## src/rtl/csqt_pkg.sv

```systemverilog
// Types and constants shared by the cosine-squared taper blocks.
// Depends on nothing.
`timescale 1ns / 1ps

package csqt_pkg;

    localparam int IDX_W = 10;
    localparam int VAL_W = 24;
    localparam int WGT_W = 17;
    localparam int POS_W = 11;
    localparam int A_W   = 30;
    localparam int S2_W  = 29;
    localparam int P_W   = 36;

    localparam int MAX_LENGTH = 1024;

    localparam logic [1:0] KIND_ZERO = 2'd0;
    localparam logic [1:0] KIND_ONE  = 2'd1;
    localparam logic [1:0] KIND_RAMP = 2'd2;

    localparam logic [2:0] REG_UP_START   = 3'd0;
    localparam logic [2:0] REG_UP_END     = 3'd1;
    localparam logic [2:0] REG_DOWN_START = 3'd2;
    localparam logic [2:0] REG_DOWN_END   = 3'd3;
    localparam logic [2:0] REG_ACCUMULATE = 3'd4;

    // sine polynomial coefficients, signed Q6.30
    localparam logic signed [P_W-1:0] K1  = 36'sd3373259426;
    localparam logic signed [P_W-1:0] K3  = 36'sd5548789346;
    localparam logic signed [P_W-1:0] K5  = 36'sd2738217788;
    localparam logic signed [P_W-1:0] K7  = 36'sd643455389;
    localparam logic signed [P_W-1:0] K9  = 36'sd88203474;
    localparam logic signed [P_W-1:0] K11 = 36'sd7913929;

    typedef struct packed {
        logic [IDX_W-1:0]        sample_index;
        logic signed [VAL_W-1:0] sample_value;
        logic signed [VAL_W-1:0] prior_value;
    } t_in_item;

    typedef struct packed {
        logic signed [VAL_W-1:0] result_value;
        logic [WGT_W-1:0]        weight_applied;
    } t_out_item;

    typedef struct packed {
        logic [POS_W-1:0] up_start;
        logic [POS_W-1:0] up_end;
        logic [POS_W-1:0] down_start;
        logic [POS_W-1:0] down_end;
        logic             accumulate;
    } t_cfg;

    // travels alongside each item through the weight pipeline
    typedef struct packed {
        logic signed [VAL_W-1:0] sample;
        logic signed [VAL_W-1:0] prior;
        logic [1:0]              kind;
        logic                    neg;
        logic [A_W-1:0]          a;
        logic [S2_W-1:0]         s2;
    } t_side;

endpackage

```

## src/rtl/csqt_regs.sv

```systemverilog
// APB register file for the taper ramps and accumulate mode.
// Depends on csqt_pkg.
`timescale 1ns / 1ps

module csqt_regs (
    input  logic                i_clk,
    input  logic                i_rst_n,
    input  logic                psel,
    input  logic                penable,
    input  logic                pwrite,
    input  logic [4:0]          paddr,
    input  logic [31:0]         pwdata,
    output logic [31:0]         prdata,
    output logic                pready,
    output csqt_pkg::t_cfg      o_cfg
);

    csqt_pkg::t_cfg r_cfg;
    logic           wr_en;

    assign wr_en  = psel & penable & pwrite;
    assign pready = 1'b1;
    assign o_cfg  = r_cfg;

    always_ff @(posedge i_clk) begin
        if (!i_rst_n) begin
            r_cfg.up_start   <= 11'd0;
            r_cfg.up_end     <= 11'd0;
            r_cfg.down_start <= 11'd1024;
            r_cfg.down_end   <= 11'd1024;
            r_cfg.accumulate <= 1'b0;
        end else if (wr_en) begin
            unique case (paddr[4:2])
                csqt_pkg::REG_UP_START:   r_cfg.up_start   <= pwdata[10:0];
                csqt_pkg::REG_UP_END:     r_cfg.up_end     <= pwdata[10:0];
                csqt_pkg::REG_DOWN_START: r_cfg.down_start <= pwdata[10:0];
                csqt_pkg::REG_DOWN_END:   r_cfg.down_end   <= pwdata[10:0];
                csqt_pkg::REG_ACCUMULATE: r_cfg.accumulate <= pwdata[0];
                default: ;
            endcase
        end
    end

    always_comb begin
        unique case (paddr[4:2])
            csqt_pkg::REG_UP_START:   prdata = {21'd0, r_cfg.up_start};
            csqt_pkg::REG_UP_END:     prdata = {21'd0, r_cfg.up_end};
            csqt_pkg::REG_DOWN_START: prdata = {21'd0, r_cfg.down_start};
            csqt_pkg::REG_DOWN_END:   prdata = {21'd0, r_cfg.down_end};
            csqt_pkg::REG_ACCUMULATE: prdata = {31'd0, r_cfg.accumulate};
            default:                  prdata = 32'd0;
        endcase
    end

endmodule

```

## config.mk

```make
export PLATFORM = sky130hd
export DESIGN_NAME = csqt_regs
export DESIGN_NICKNAME = d
export VERILOG_FILES = /design/src/rtl/csqt_pkg.sv /design/src/rtl/csqt_regs.sv
export SDC_FILE = /design/constraint.sdc
export NUM_CORES = 1
export LEC_CHECK = 0
export BUFFER_PORTS_ARGS = -buffer_cell sky130_fd_sc_hd__buf_4
export CORE_AREA = 2 2 75 77
export DETAILED_ROUTE_END_ITERATION = 8
export DIE_AREA = 0 0 77 79
export PLACE_DENSITY = 0.78
export SETUP_SLACK_MARGIN = 0.5
export SLEW_MARGIN = 20
export SYNTH_ARGS = -nofsm -noshare
export SYNTH_HDL_FRONTEND = slang
export SYNTH_SLANG_ARGS = --single-unit
```

## constraint.sdc

```tcl
create_clock -name i_clk -period 1.7 [get_ports i_clk]
set_input_delay 0.34 -clock i_clk [delete_from_list [all_inputs] [get_ports i_clk]]
set_output_delay 0.34 -clock i_clk [all_outputs]
set_load 0.005 [all_outputs]
```

* Word-level counts from Yosys, hierarchy flattened
Index checks and enable logic that the tools add are counted.
** Word-level totals
- Bits in registers :: 45
- Output and inout port bits :: 78
- Logic and storage cells :: 18
** Cells by class
- Eq/ne operators :: 4
- Multiplexer cells :: 1
- Bitwise logic cells :: 2
- Reduce and logical (&&, ||, !) cells :: 6
** Operators by type and width (number)
- $pmux W11 S5 :: 1
- $reduce_and A2 Y1 :: 5
- $eq A3 B2 Y1 const B :: 2
- $eq A3 B1 Y1 const B :: 1
- $eq A3 B3 Y1 const B :: 1
- $logic_not A3 Y1 :: 1
- $and A1 B1 Y1 :: 2

* Logic depth before layout (Yosys ltp)
Gate-level depths: netlist of run 1.
- Depth in word-level cells :: 3
- Depth in mapped cells :: 6
- Depth with buffers taken out :: 3

* Worst setup path before layout of run 1
No wires, ideal clock.
- Path type :: input-to-output
- From :: in paddr[3]
- To :: out prdata[3]
- Arrival time :: 1.208 ns
- Data required time :: 1.360 ns
- Slack :: 0.152 ns
- Cell stages on the path :: 4
- Buffers on the path :: 2
- Path through :: buf_6 -> buf_8 -> mux4_2 -> nor2b_4
** Between the ends
- Longest elaborated chain between the ends :: 2
** RTL lines
- from (decl) :: RTL line csqt_regs.sv:11 : input logic [4:0] paddr,
- $eq A3 B3 Y1 (tied with other cells) :: RTL line csqt_regs.sv:45 : unique case (paddr[4:2])
- $pmux W11 S5 (*) :: RTL line csqt_regs.sv:45
- to (decl) :: RTL line csqt_regs.sv:13 : output logic [31:0] prdata,
Mark *: on every way between the ends. The rest lies on a longest branch, timed or not.

* Worst setup path after layout of run 1
- From :: reg r_cfg, in the netlist o_cfg[6]
- To :: out prdata[5]
** Between the ends
- Longest elaborated chain between the ends :: 1
** RTL lines
- from (decl) :: RTL line csqt_regs.sv:18 : csqt_pkg::t_cfg r_cfg;
- $pmux W11 S5 :: RTL line csqt_regs.sv:45
No other way between the ends.

==> flow_summary.json, run 1 <==
{
  "grt_pass1_wl_um": 9290,
  "min_path_cells": 3,
  "yosys_most_used_dff": "dfxtp_1",
  "ys_async_sr_fraction_pct": 0,
  "drt-total-wl_um": 6230,
  "syn_to_final_growth_pct": 61.2,
  "place.gp.congestion": 0.745,
  "track_usage_pct": 19.6,
  "layout_setup_ws_ns": -0.0129,
  "core_area_um2": 5340,
  "first_pass_iters": 4,
  "tritoncts": "done",
  "h-tree-depth": 2,
  "clk-insertion-delay-late_ns": 0.28,
  "vias_per_cell": 4.85,
  "drive_gt1_share_pct": 59.4,
  "std_cell_rows": 27,
  "synth_seq_cells": 45,
  "finalHoldViolations": 0,
  "synth_xor_area_share_pct": 0,
  "r2r-start": "o_cfg[8]$_SDFFE_PN0P_",
  "grt_max_degree": 37,
  "ir_worst_vdd_mv": 0.332,
  "required_ns": 1.36,
  "finalNetCount": 382,
  "clk_pin_slew_worst_paths_ns": 0.08,
  "hpwl_um": 3830,
  "worstSetupPathType": "reg -> out",
  "ys_types": 28,
  "start_util_pct": 43.2,
  "finalSetupViolCount": 1,
  "final_core_util_pct": 69.7,
  "layout_common_cells": "85 x buf_6, 55 x nand2_1, 44 x mux2i_1",
  "avgSynthCellArea_um2": 10.5,
  "muxShareOfSynthArea_pct": 30.2,
  "cts_buffers": 5,
  "dpl_worst_slack_ns": -0.0926,
  "largest_register_ffs": 45,
  "r2r-end": "o_cfg[8]$_SDFFE_PN0P_",
  "synth_area_um2": 2310,
  "fin_setup_tns_ns": -0.0129,
  "cts-root-buf": "clkbuf_8",
  "cp-end-kind": "output port",
  "r2r_cells": 5,
  "io_buffers": 74,
  "drv_cap": 0,
  "whs_ns": 0.335,
  "io_pins": 120,
  "worst_setup_path_start_kind": "register",
  "grt_overflow_total": 0,
  "violations": "negative setup slack",
  "synth_edf_count": 0,
  "final_common_cell": "buf_6",
  "first_iter_violations": 73,
  "period_minus_slack_ns": 1.71,
  "hold_path_class": "in -> reg",
  "instances_no_fill": 412,
  "clock_path_buffers": 2,
  "fin_crit_sh_pct": 101,
  "fmax_ghz": 0.584,
  "wl_per_cell_um": 15.1,
  "yosysSeqAreaShare_pct": 39.0,
  "clkSinkCount": 45,
  "dieArea_um2": 6080,
  "route.antenna.remaining_nets": 0,
  "synthCells": 220,
  "arrival_ns": 1.37,
  "yosysWarnings": 0,
  "num_vias": 1999,
  "path_max_fanout": 2,
  "drv_slew": 0,
  "synthAdderAreaFrac_pct": 0,
  "worstHoldStart": "pwdata[10]",
  "reg2reg_slack_ns": 0.83,
  "p_leak_nw": 1.64,
  "placedCellCount": 360,
  "rsz0062_at_grt": "yes",
  "grt_pass1_vias": 1886,
  "synth_top_family_by_area": "multiplexers",
  "synth-simple-area-share_pct": 16.9,
  "min_to": "o_cfg[22]$_SDFFE_PN1P_",
  "antenna_cells": 0,
  "fp.dieW_um": 77,
  "die_y_um": 79,
  "antenna_found_initial": 0,
  "status": "complete, but fails checks",
  "cts_hold_buf": 0,
  "fillers": 395,
  "synth_compound_area_share_pct": 1.68,
  "p_per_area_nw_per_um2": 522,
  "drcViolationCount": 0,
  "clock_skew_ns": 0
}
## worst max path at each step
stage | start | endpoint | slack (ns) | cells past startpoint
final | o_cfg[6]$_SDFFE_PN0P_ | prdata[5] | -0.01 | 3
after global routing | o_cfg[6]$_SDFFE_PN0P_ | prdata[5] | -0.06 | 3
after CTS | o_cfg[6]$_SDFFE_PN0P_ | prdata[5] | -0.03 | 3
after detailed placement | paddr[3] | prdata[5] | -0.09 | 4
after global placement | paddr[3] | prdata[5] | -0.10 | 4
after floorplan | paddr[3] | prdata[3] | 0.18 | 4
## worst max-delay path: stages, from the launching register on
cell     delay, ns
dfxtp_2       0.32
mux4_2        0.46
and2b_1       0.19
buf_6         0.11
## stage by stage
stage	cell area, µm²	power [W]
after CTS	3440	0.00195
after floorplan	2480	0.00125
final	3720	0.00194
after global routing	3720	0.00204
after detailed placement	2930	0.00129
after global placement	2930	0.00128
## power by group
| group | internal (W) | switching [W] | total, W |
|---|---|---|---|
| Sequential | 0.00106 | 0.00000573 | 0.00107 |
| Combinational | 0.000109 | 0.000117 | 0.000226 |
| Clock | 0.000323 | 0.000325 | 0.000647 |
| Total | 0.00149 | 0.000448 | 0.00194 |
## layout make-up
type | count | area, µm² | share of cell area, %
tap | 72 | 90.1 | 2.42
timing repair buffer | 129 | 1310 | 35.3
clock buffer | 7 | 86.3 | 2.32
sequential | 45 | 950 | 25.5
multi-input combinational | 159 | 1280 | 34.4
## Yosys cell counts, types with 2 or more instances
master | count | share of area [%]
clkbuf_1 | 6 | 0.98
nand2_1 | 55 | 8.9
mux4_2 | 5 | 4.9
buf_4 | 22 | 7.2
nor2b_1 | 11 | 3.0
conb_1 | 2 | 0.33
buf_6 | 5 | 2.4
mux2i_1 | 44 | 19
buf_2 | 3 | 0.65
mux4_1 | 5 | 5.7
dfxtp_1 | 45 | 39
## logic make-up (layout without fill, tap and decap cells)
group,count (synthesis),after routing
buffers and inverters,37,136
multiplexers,55,55
AO/OA/AOI/OAI,5,5
other,2,22
flip-flops,45,45
AND/OR/NAND/NOR,76,77
## metal layers
| layer | track usage (%) | wire length, µm | part of all wire [%] | vias to the layer above |
|---|---|---|---|---|
| met4 | 6.43 | 45 | 0.72 | 0 |
| li1 | - | - | - | 949 |
| met1 | 23.4 | 2490 | 40 | 974 |
| met3 | 5.00 | 384 | 6.2 | 6 |
| met5 | 0 | 0 | 0 | - |
| met2 | 34.5 | 3300 | 53 | 70 |
## repair_timing
item / in CTS / in global routing
gates cloned: 0 / 1
endpoints found under the setup margin: 11 / 55
setup buffers: 31 / 13
pin swaps: 2 / 3
gates resized for setup: 87 / 46
Power figures use the tool's default switching activity.
==> run 2: changes to the inputs <==
Settings changed: ABC_AREA from default to 1, CORE_AREA 2 2 75 77 to 2 2 77 79, DIE_AREA 0 0 77 79 to 0 0 79 81, PLACE_DENSITY 0.78 to 0.77.
==> run 2 against run 1 <==
The run now ends clean; count of clock-buffer cells in the layout shrank 1; clock skew unchanged; die area grew 5.2%; sequential cell count is the same; highest routed layer unchanged.
==> flow_summary.json, run 2 <==
{
  "status": "finished clean",
  "fillers": 486,
  "critPathSlowestCell": "nor2_4",
  "cp-end-kind": "output port",
  "finalNetCount": 521,
  "final_core_util_pct": 62.0,
  "io_pins": 120,
  "dieArea_um2": 6400,
  "clk_pin_slew_worst_paths_ns": 0.08,
  "p_per_area_nw_per_um2": 589,
  "yosys_most_used_dff": "dfxtp_1",
  "cp_common_cell": "nand2_2",
  "route.antenna.remaining_nets": 0,
  "fin_crit_sh_pct": 95.2,
  "drv_slew": 0,
  "rsz0062_at_grt": "yes",
  "h-tree-depth": 2,
  "clock_skew_ns": 0,
  "r2r_cells": 2,
  "synth_area_um2": 2440,
  "fin_area_um2": 3520,
  "die_y_um": 81,
  "first_iter_violations": 201,
  "layout_setup_ws_ns": 0.0809,
  "final_common_cell": "nor2_1",
  "cts-root-buf": "clkbuf_8",
  "critPathTopFamily": "buffers and inverters",
  "ys_async_sr_fraction_pct": 0,
  "antenna_cells": 0,
  "largest_register_ffs": 45,
  "hold_path_class": "in -> reg",
  "power_w": 0.00207,
  "finalHoldViolations": 0,
  "wl_per_cell_um": 13.1,
  "clk-insertion-delay-late_ns": 0.29,
  "cts_buffers": 5,
  "netlist.top_cell.by_area": "dfxtp_1",
  "ys_types": 17,
  "start_util_pct": 42.9,
  "cp.depth": 10,
  "yosysWarnings": 0,
  "tritoncts": "done",
  "track_usage_pct": 20.7,
  "crit_buf_inv": 5,
  "antenna_found_initial": 0,
  "drcViolationCount": 0,
  "p_leak_nw": 1.78,
  "vias_per_cell": 4.77,
  "period_minus_slack_ns": 1.62,
  "synthCells": 389,
  "ir_worst_vdd_mv": 0.284,
  "syn_to_final_growth_pct": 44.4,
  "clkSinkCount": 45,
  "synth_edf_count": 0,
  "grt_pass1_vias": 2221,
  "std_cell_rows": 28,
  "grt_pass1_wl_um": 10500,
  "arrival_ns": 1.28,
  "postPlaceCellArea_um2": 2990,
  "grt_overflow_total": 0,
  "cp_cell_sequence": "buf_12 > clkinv_8 > nand2_8 > nor2_4 > clkbuf_16 > nand2_2 > nand2_1 > inv_1 > nand2_2 > buf_6",
  "required_ns": 1.36,
  "cts_hold_buf": 0,
  "drive_gt1_share_pct": 34.0,
  "worstSetupPathType": "in -> out",
  "finalSetupViolCount": 0,
  "yosysTopAreaCellShare_pct": 37.0,
  "core_area_um2": 5680,
  "grt_max_degree": 46,
  "worst_setup_path_start_kind": "input port",
  "first_pass_iters": 4,
  "fin_setup_tns_ns": 0,
  "synth_commonest_cells": "103 x nand2_1, 100 x nor2_1, 45 x dfxtp_1, 39 x nand3_1, 33 x inv_1",
  "min_path_cells": 3,
  "yosysSeqAreaShare_pct": 37.0,
  "hpwl_um": 4490,
  "drv_cap": 0,
  "drt-total-wl_um": 7280,
  "layout_common_cells": "99 x nor2_1, 85 x buf_4, 74 x nand2_1",
  "num_vias": 2649,
  "fmax_ghz": 0.618,
  "dpl_worst_slack_ns": 0.0382,
  "place.gp.congestion": 0.826,
  "io_buffers": 74,
  "synth_seq_cells": 45,
  "path_max_fanout": 5,
  "fp.dieW_um": 79,
  "clock_path_buffers": 2,
  "avgSynthCellArea_um2": 6.27,
  "synth_area_leaders": "dfxtp_1 37%, nand2_1 16%, nor2_1 15%",
  "yosysMostFrequentCell": "nand2_1",
  "critPathMaxStageDelay_ns": 0.21
}
==> run 2: layer usage <==
metal  GRT usage, %  up-vias  wire [µm]
li1               -     1314          -
met1           27.6     1208       2940
met2           33.1      115       3560
met3           5.67       12        656
met4           5.69        0        116
met5              0        -          0
==> run 2: worst paths after layout <==
| path | from | end | slack (ns) |
|---|---|---|---|
| setup / recovery | paddr[3] | prdata[8] | 0.08 |
| hold / removal | pwdata[10] | o_cfg[11]$_SDFFE_PN1P_ | 0.30 |
| hold reg to reg | o_cfg[6]$_SDFFE_PN0P_ | o_cfg[6]$_SDFFE_PN0P_ | 0.50 |
| setup reg to reg | o_cfg[41]$_SDFFE_PN0P_ | o_cfg[41]$_SDFFE_PN0P_ | 1.04 |
==> run 2: through the flow <==
stage               hold WS, ns  instances
global placement          0.485        528
floorplan                 0.466        409
global route              0.297        555
CTS                       0.286        551
finish                    0.295        555
detailed placement        0.492        528
==> run 2: power by group <==
part	switching (W)	internal, W
clock	0.000376	0.000290
sequential	0.0000130	0.00107
combinational	0.000179	0.000148
total	0.000568	0.00150
==> run 2: layout make-up <==
class	instances	area, µm²	area share (%)
tap	75	93.8	2.67
inverter	35	168	4.76
clock inverter	2	15.0	0.427
timing repair buffer	106	938	26.7
multi-input combinational	286	1330	37.8
clock buffer	6	72.6	2.06
sequential	45	903	25.7
==> run 2: timing repair <==
action                                  CTS  global route
resized for setup                        34            48
cloned                                    3             0
buffers inserted                         12             4
pin swaps                                 8            12
endpoints found under the setup margin   11            35
==> run 2: cell families (layout without fill, tap and decap cells) <==
kind of cell	count (synthesis)	in the layout	share of synthesized area, %
AO/OA/AOI/OAI	13	13	2.67
flip-flops	45	45	37.0
buffers and inverters	78	149	18.2
AND/OR/NAND/NOR	251	251	41.9
other	2	22	0.308
==> run 2: worst reg2reg max path, stage by stage, from the launching register on <==
cell and delay [ns]:
dfxtp_1 0.42, nor2_1 0.08, nor2_1 0.11
==> run 3: changes to the inputs <==
Settings changed: SETUP_SLACK_MARGIN 0.5 to default.
Clock period 1.7 ns to 1.59 ns, I/O delays scaled along.
==> run 3 against run 2 <==
The run now ends with negative setup slack left; total power increased by 21%; register-to-register slack worse by 0.10 ns; count of clock-buffer cells in the layout decreased by 1; via count decreased by 1.2%; global-route usage shrank 1.2 points; largest power group unchanged.
==> flow_summary.json, run 3 (synthesis gave the netlist of run 2 again) <==
{
  "p_per_area_nw_per_um2": 725,
  "tritoncts": "done",
  "required_ns": 1.27,
  "fin_crit_sh_pct": 100,
  "finalHoldViolations": 0,
  "clock_skew_ns": 0,
  "drv_cap": 0,
  "grt_pass1_wl_um": 9870,
  "layout_setup_ws_ns": -0.00684,
  "cp-end-kind": "output port",
  "clock_path_buffers": 2,
  "wl_per_cell_um": 12.7,
  "cp_cell_sequence": "buf_6 > inv_6 > nand2_4 > nor2_4 > clkbuf_16 > nand2_1 > nand2_1 > inv_1 > nand2_1 > buf_4",
  "r2r-start": "o_cfg[33]$_SDFFE_PN0P_",
  "final_core_util_pct": 61.1,
  "r2r_cells": 2,
  "cts-root-buf": "clkbuf_8",
  "placedCellCount": 533,
  "hpwl_um": 4530,
  "period_minus_slack_ns": 1.60,
  "fillers": 515,
  "grt_overflow_total": 0,
  "drv_slew": 0,
  "track_usage_pct": 19.5,
  "crit_buf_inv": 5,
  "hold_path_class": "in -> reg",
  "first_iter_violations": 180,
  "cp_common_cell": "nand2_1",
  "violations": "negative setup slack",
  "start_util_pct": 42.9,
  "whs_ns": 0.274,
  "final_common_cell": "nor2_1",
  "io_buffers": 74,
  "vias_per_cell": 4.73,
  "finalSetupViolCount": 1,
  "largest_register_ffs": 45,
  "grt_pass1_vias": 2187,
  "layout_common_cells": "100 x nor2_1, 95 x nand2_1, 91 x buf_4",
  "worstSetupPathType": "in -> out",
  "r2r-end": "o_cfg[33]$_SDFFE_PN0P_",
  "fp.dieW_um": 79,
  "arrival_ns": 1.28,
  "io_pins": 120,
  "die_y_um": 81,
  "fmax_ghz": 0.626,
  "drive_gt1_share_pct": 28.5,
  "drt-total-wl_um": 7040,
  "clk-insertion-delay-late_ns": 0.29,
  "path_max_fanout": 5,
  "worst_setup_path_start_kind": "input port",
  "antenna_found_initial": 0,
  "first_pass_iters": 5,
  "drcViolationCount": 0,
  "h-tree-depth": 2,
  "place.gp.congestion": 0.861,
  "multi_input_area_um2": 1240,
  "syn_to_final_growth_pct": 42.2,
  "cts_hold_buf": 0,
  "power_w": 0.00251,
  "status": "complete, but fails checks",
  "reg2reg_slack_ns": 0.94,
  "min_path_cells": 3,
  "p_leak_nw": 1.71,
  "grt_max_degree": 46,
  "layout.area.seq_um2": 901,
  "min_to": "o_cfg[22]$_SDFFE_PN1P_",
  "clkSinkCount": 45,
  "instances_no_fill": 553,
  "num_vias": 2618,
  "route.antenna.remaining_nets": 0,
  "clk_pin_slew_worst_paths_ns": 0.08,
  "critPathTopFamily": "buffers and inverters",
  "ir_worst_vdd_mv": 0.539,
  "dpl_worst_slack_ns": 0.00319,
  "std_cell_rows": 28,
  "core_area_um2": 5680,
  "worstHoldStart": "pwdata[10]",
  "critPathMaxStageDelay_ns": 0.18,
  "critPathSlowestCell": "nor2_4",
  "dieArea_um2": 6400,
  "finalNetCount": 519,
  "cts_buffers": 5,
  "antenna_cells": 0
}
## run 3: what timing repair did
item	4_1_cts	5_1_grt
buffers inserted	0	8
setup endpoints to repair	0	10
hold endpoints to repair	0	0
resized for setup	0	39
## run 3: final cells by class
cell class	count	share of cell area, %
clock buffers	5	1.99
clock inverters	3	1.88
inverters	35	4.66
multi-input cells	286	35.7
flip-flops and latches	45	26.0
well taps	75	2.71
repair buffers	104	27.0
## run 3: power by group
group	total [W]	internal, W	switching [W]	leakage (nW)
Combinational	0.000333	0.000152	0.000181	1.28
Clock	0.00103	0.000624	0.000402	0.0681
Sequential	0.00115	0.00114	0.0000124	0.363
## run 3: worst register-to-register path, cell delays in order (launching register included)
cell	delay, ns
dfxtp_1	0.35
nor2_1	0.14
nor2_1	0.06
## run 3: how the worst max path moves through the flow
stage              from   endpoint  slack [ns]  cells past startpoint
5_1_grt        paddr[4]  prdata[4]       -0.05                     10
2_1_floorplan  paddr[2]  prdata[3]        0.25                      9
6_report       paddr[4]  prdata[4]      -0.007                     10
3_3_place_gp   paddr[2]  prdata[5]      -0.003                     10
3_5_place_dp   paddr[2]  prdata[2]       0.003                     10
4_1_cts        paddr[4]  prdata[2]       0.004                     10
## run 3: stage by stage
| stage | cell area [µm²] | TNS (ns) |
|---|---|---|
| after detailed placement | 3040 | 0 |
| final | 3470 | -0.00684 |
| after global routing | 3470 | -0.0606 |
| after floorplan | 2510 | 0 |
| after global placement | 3040 | -0.00274 |
| after CTS | 3170 | 0 |
## run 3: layer usage
layer  up-vias  GRT usage (%)  part of all wire [%]
met2        97           32.3                    48
met3        11           4.78                   6.8
met1      1204           24.7                    43
met5         -              0                     0
met4         0           7.59                   1.6
li1       1306              -                     -
